## config.mk

```make
export PLATFORM = sky130hd
export DESIGN_NAME = mfsp_sort
export DESIGN_NICKNAME = d
export VERILOG_FILES = /design/src/sv/assert_macros.svh /design/src/sv/mfsp_pkg.sv /design/src/sv/mfsp_cell.sv /design/src/sv/mfsp_sort.sv
export SDC_FILE = /design/constraint.sdc
export NUM_CORES = 1
export LEC_CHECK = 0
export BUFFER_PORTS_ARGS = -buffer_cell sky130_fd_sc_hd__buf_2
export CAP_MARGIN = 40
export CORE_AREA = 2 2 219 221
export DETAILED_ROUTE_END_ITERATION = 7
export DIE_AREA = 0 0 221 223
export PLACE_DENSITY = 0.47
export SETUP_SLACK_MARGIN = 0.2
export SLEW_MARGIN = 20
export SYNTH_ARGS = -nofsm -noshare
export SYNTH_HDL_FRONTEND = slang
export SYNTH_SLANG_ARGS = --single-unit
```

## constraint.sdc

```tcl
create_clock -name i_clk -period 7.15 [get_ports i_clk]
set_input_delay 0.715 -clock i_clk [delete_from_list [all_inputs] [get_ports i_clk]]
set_output_delay 0.715 -clock i_clk [all_outputs]
set_load 0.02 [all_outputs]
```

## src/sv/assert_macros.svh

```systemverilog
// Assertion macros shared by the median filter RTL.
// Needs a clock named i_clk and an active-low synchronous reset named i_rst_n in scope.
`ifndef ASSERT_MACROS_SVH
`define ASSERT_MACROS_SVH

// A condition that must hold at every clock edge out of reset.
`define MFSP_ASSERT_ALWAYS(lbl, cond, msg) \
    lbl: assert property (@(posedge i_clk) disable iff (!i_rst_n) (cond)) else $error(msg);

// An implication checked in the same cycle.
`define MFSP_ASSERT_IMPL(lbl, ante, cons, msg) \
    lbl: assert property (@(posedge i_clk) disable iff (!i_rst_n) (ante) |-> (cons)) \
        else $error(msg);

`endif

```

## src/sv/mfsp_pkg.sv

```systemverilog
// Shared types and constants of the salt-and-pepper median filter.
// No dependencies; used by mfsp_if, median_filter_salt_pepper, mfsp_cell and mfsp_sort.
package mfsp_pkg;
    localparam int MAX_WIDTH  = 1024;
    localparam int MAX_RADIUS = 2;
    localparam int RING_ROWS  = 2 * MAX_RADIUS + 1;
    localparam int WIN_MAX    = RING_ROWS * RING_ROWS;
    localparam int COL_W      = $clog2(MAX_WIDTH);
    localparam int RSEL_W     = $clog2(RING_ROWS);
    localparam int ADDR_W     = RSEL_W + COL_W;
    localparam int DEPTH      = RING_ROWS * MAX_WIDTH;
    localparam int PIX_W      = 8;
    localparam int WREG_W     = 11;
    localparam int HREG_W     = 12;
    localparam int RREG_W     = 2;
    localparam int CFG_IDX_W  = 3;
    localparam int CFG_DAT_W  = 12;
    localparam int LAG_W      = 12;

    localparam logic [CFG_IDX_W-1:0] REG_IMAGE_WIDTH  = 3'd0;
    localparam logic [CFG_IDX_W-1:0] REG_IMAGE_HEIGHT = 3'd1;
    localparam logic [CFG_IDX_W-1:0] REG_RADIUS_X     = 3'd2;
    localparam logic [CFG_IDX_W-1:0] REG_RADIUS_Y     = 3'd3;

    localparam logic [PIX_W-1:0] PIX_BLACK = 8'd0;
    localparam logic [PIX_W-1:0] PIX_WHITE = 8'd255;

    // Link between neighboring sorter cells.
    typedef struct packed {
        logic             vld;
        logic [PIX_W-1:0] val;
        logic             gt;
    } t_link;

    // Control of the sorter chain.
    typedef struct packed {
        logic             clear;
        logic             ins;
        logic [PIX_W-1:0] x;
    } t_sort_ctl;
endpackage

```

## src/sv/mfsp_cell.sv

```systemverilog
// One cell of the insertion sorter: holds one value, kept ascending along the chain.
// Depends on mfsp_pkg.
module mfsp_cell (
    input  logic                i_clk,
    input  logic                i_rst_n,
    input  mfsp_pkg::t_sort_ctl i_ctl,
    input  mfsp_pkg::t_link     i_prev,
    output mfsp_pkg::t_link     o_link
);
    logic                       r_vld;
    logic [mfsp_pkg::PIX_W-1:0] r_val;
    logic                       gt;

    // An empty cell counts as larger than anything.
    assign gt = !r_vld || (r_val > i_ctl.x);

    always_ff @(posedge i_clk) begin
        if (!i_rst_n || i_ctl.clear) begin
            r_vld <= 1'b0;
        end else if (i_ctl.ins) begin
            priority if (i_prev.gt) begin
                r_vld <= i_prev.vld;
            end else if (gt) begin
                r_vld <= 1'b1;
            end else begin
                r_vld <= r_vld;
            end
        end
    end

    always_ff @(posedge i_clk) begin
        if (i_ctl.ins) begin
            priority if (i_prev.gt) begin
                r_val <= i_prev.val;
            end else if (gt) begin
                r_val <= i_ctl.x;
            end else begin
                r_val <= r_val;
            end
        end
    end

    assign o_link = '{vld: r_vld, val: r_val, gt: gt};
endmodule

```

## src/sv/mfsp_sort.sv

```systemverilog
// Chain of sorter cells; one value is inserted per cycle while ins is set, the chain stays ascending.
// Depends on mfsp_pkg and mfsp_cell.
module mfsp_sort (
    input  logic                       i_clk,
    input  logic                       i_rst_n,
    input  mfsp_pkg::t_sort_ctl        i_ctl,
    output logic [mfsp_pkg::PIX_W-1:0] o_val [mfsp_pkg::WIN_MAX]
);
    mfsp_pkg::t_link links [mfsp_pkg::WIN_MAX+1];

    assign links[0] = '{vld: 1'b0, val: '0, gt: 1'b0};

    for (genvar g = 0; g < mfsp_pkg::WIN_MAX; g++) begin : g_cell
        mfsp_cell u_cell (
            .i_clk  (i_clk),
            .i_rst_n(i_rst_n),
            .i_ctl  (i_ctl),
            .i_prev (links[g]),
            .o_link (links[g+1])
        );
        assign o_val[g] = links[g+1].val;
    end
endmodule
```

==> impl_metrics.json <==
{
  "antenna_found_initial": 0,
  "core_area_um2": 47150,
  "ctsResizeCount": 0,
  "dr.pass1.iters": 4,
  "avgSynthCellArea_um2": 12.93,
  "tns_ns": 0,
  "synth_area_um2": 13900,
  "path_clk_slew_ns": 0.06,
  "synthesis.nets": 1287,
  "syn_to_final_growth_pct": 20.32,
  "grt.total_usage_pct": 18.53,
  "ys_seq_elements": 225,
  "fin_crit_ns": 3.719,
  "crit_type": "in2reg",
  "final_area_um2": 16730,
  "cap_violations": 0,
  "rows": 80,
  "max_freq_mhz": 268.9,
  "route.vias.total": 10040,
  "synth.distinct_cells": 29,
  "path_cells": "buf_2 > inv_1 > buf_4 > ha_1 > nand4_1 > nand3_1 > a21o_1 > nand3_4 > o41a_1",
  "hold_ws_ns": 0.4926,
  "grt_pass1_vias": 10310,
  "die_w_um": 221,
  "netlist_instances": 1075,
  "dp_hpwl_um": 33320,
  "layout_common_cells": "buf_2, ha_1, edfxtp_1",
  "hold_viol": 0,
  "start_util_pct": 29.49,
  "finClkSkew_ns": 0.01065,
  "placement.cell_area_um2": 15800,
  "tightestPinTransition_ns": 0.8502,
  "fillCellCount": 4637,
  "grt_max_degree": 39,
  "worstSetupStartpointType": "primary input",
  "p_leak_nw": 6.743,
  "required_ns": 7.40,
  "hp-class": "reg2reg",
  "crit_arrival_ns": 3.97,
  "cts_max_level": 1,
  "worstSetupEndpointType": "flip-flop",
  "drive_gt1_share_pct": 35.72,
  "die_y_um": 223,
  "cts_buffer_depth": 3,
  "place_congestion": 0.7827,
  "vias_per_cell": 5.170,
  "wl_per_cell_um": 23.94,
  "clkLatencyLatePin_ns": 0.56,
  "wl_um": 46490,
  "placedCellCount": 1890,
  "setup_viol": 0,
  "dr.first_iter.drc_count": 606,
  "finish.utilization_pct": 35.49,
  "nets": 1517,
  "status": "finished clean",
  "timing.slew.headroom_pct": 43.32,
  "port_buffers": 211,
  "drv_slew": 0,
  "min_period_over_period_pct": 52.01,
  "ios": 212,
  "rsz0062_at_grt": "false",
  "post_cts_buffers": 0,
  "cp_slowest_cell": "buf_2",
  "cts_tree": "built",
  "ys_warn_count": 0,
  "pwr_density_cell_nw_per_um2": 215.1,
  "grt_pass1_wl_um": 68940,
  "peakVddDrop_mv": 0.1481,
  "critical-path-max-stage-delay_ns": 0.64,
  "ctsHoldBuffers": 0,
  "drc_errors": 0,
  "synth_seq_area_share_pct": 46.79,
  "cts.sinks": 225,
  "dieArea_um2": 49280,
  "final_common_cell": "buf_2",
  "crit_fanout": 26,
  "cts-buffers-inserted": 28,
  "antennaDiodeCount": 0,
  "fin_cells": 1942,
  "grt_overflow_total": 0,
  "cts-root-buf": "clkbuf_16",
  "ant_nets": 0
}
## per-layer routing
metal  part of all wire, %  track usage (%)  vias up
li1                      -                -     4692
met1                    45            24.36     5044
met4                   1.5            3.572        0
met3                   3.9            2.871       50
met5                     0                0        -
met2                    49            32.35      254
## Yosys cell counts
cell type / n / area (um^2)
a21o_1: 25 / 187.7
a21oi_1: 62 / 310.3
a221o_1: 1 / 10.01
a41oi_1: 12 / 105.1
and2_1: 1 / 6.260
and3_4: 1 / 11.26
and3b_1: 1 / 8.760
buf_1: 1 / 3.750
buf_2: 2 / 10.01
clkbuf_1: 22 / 82.58
dfxtp_1: 25 / 500.5
edfxtp_1: 200 / 6006
ha_1: 200 / 2502
inv_1: 46 / 172.7
mux2_2: 192 / 2162
mux2i_1: 24 / 240.2
nand2_1: 14 / 52.55
nand2b_1: 24 / 150.1
nand3_1: 10 / 50.05
nand3_2: 14 / 140.1
nand3_4: 1 / 17.52
nand4_1: 49 / 306.5
nor2_1: 26 / 97.59
nor2b_1: 24 / 150.1
o211ai_1: 24 / 180.2
o21a_1: 24 / 180.2
o21ai_0: 48 / 240.2
o21ai_2: 1 / 8.760
o41a_1: 1 / 11.26
## cell type report
type                    instances  area [um^2]  area share (%)
clock buffers                  33        740.7           4.427
clock inverters                19        192.7           1.152
inverters                      46        172.7           1.032
multi-input cells             779         7129           42.61
flip-flops and latches        225         6506           38.89
well taps                     615        769.5           4.600
repair buffers                225         1219           7.284
## through the flow
step | setup WS, ns | power, W
after global placement | 2.694 | 0.002158
after global routing | 3.219 | 0.003744
after floorplan | 3.862 | 0.001940
after detailed placement | 2.840 | 0.002172
final | 3.431 | 0.003599
after CTS | 3.437 | 0.003643
## state kept, by name, indices dropped and copies added, names as in the netlist
signal	cells
g_cell.u_cell.r_val	200
g_cell.u_cell.r_vld	25
## kinds of logic (layout without fill, tap and decap cells)
group | count (synthesis) | after routing | synth area share [%]
DFF | 225 | 225 | 46.79
muxes | 216 | 216 | 17.28
adders and majority gates | 200 | 200 | 18.00
AOI/OAI and AO/OA | 198 | 198 | 8.872
and+or+nand+nor | 165 | 165 | 7.127
buffers and inverters | 71 | 323 | 1.935
## where the power goes
part / leakage (nW) / internal (W) / switching (W)
clock: 0.447 / 0.000878 / 0.000579
sequential: 2.16 / 0.00151 / 0.0000854
combinational: 4.14 / 0.000208 / 0.000335
total: 6.74 / 0.00260 / 0.00100
## worst max-delay path, delay by kind of cell
family,cells,cell delay [ns]
buffers and inverters,3,1.66
and+or+nand+nor,3,0.44
adders and majority gates,1,0.36
AOI/OAI and AO/OA,2,0.76
## final timing paths
| check | depth (start not counted) | slack (ns) | to | startpoint |
|---|---|---|---|---|
| max | 9 | 3.43 | g_cell[24].u_cell.r_val[2] | i_ctl[3] |
| min | 2 | 0.49 | g_cell[24].u_cell.r_vld | g_cell[24].u_cell.r_vld |
| max reg2reg | 6 | 4.61 | g_cell[24].u_cell.r_val[2] | g_cell[23].u_cell.r_val[6] |
| min reg2reg | 2 | 0.49 | g_cell[24].u_cell.r_vld | g_cell[24].u_cell.r_vld |
Note: power is estimated with default switching activity, not from simulation.
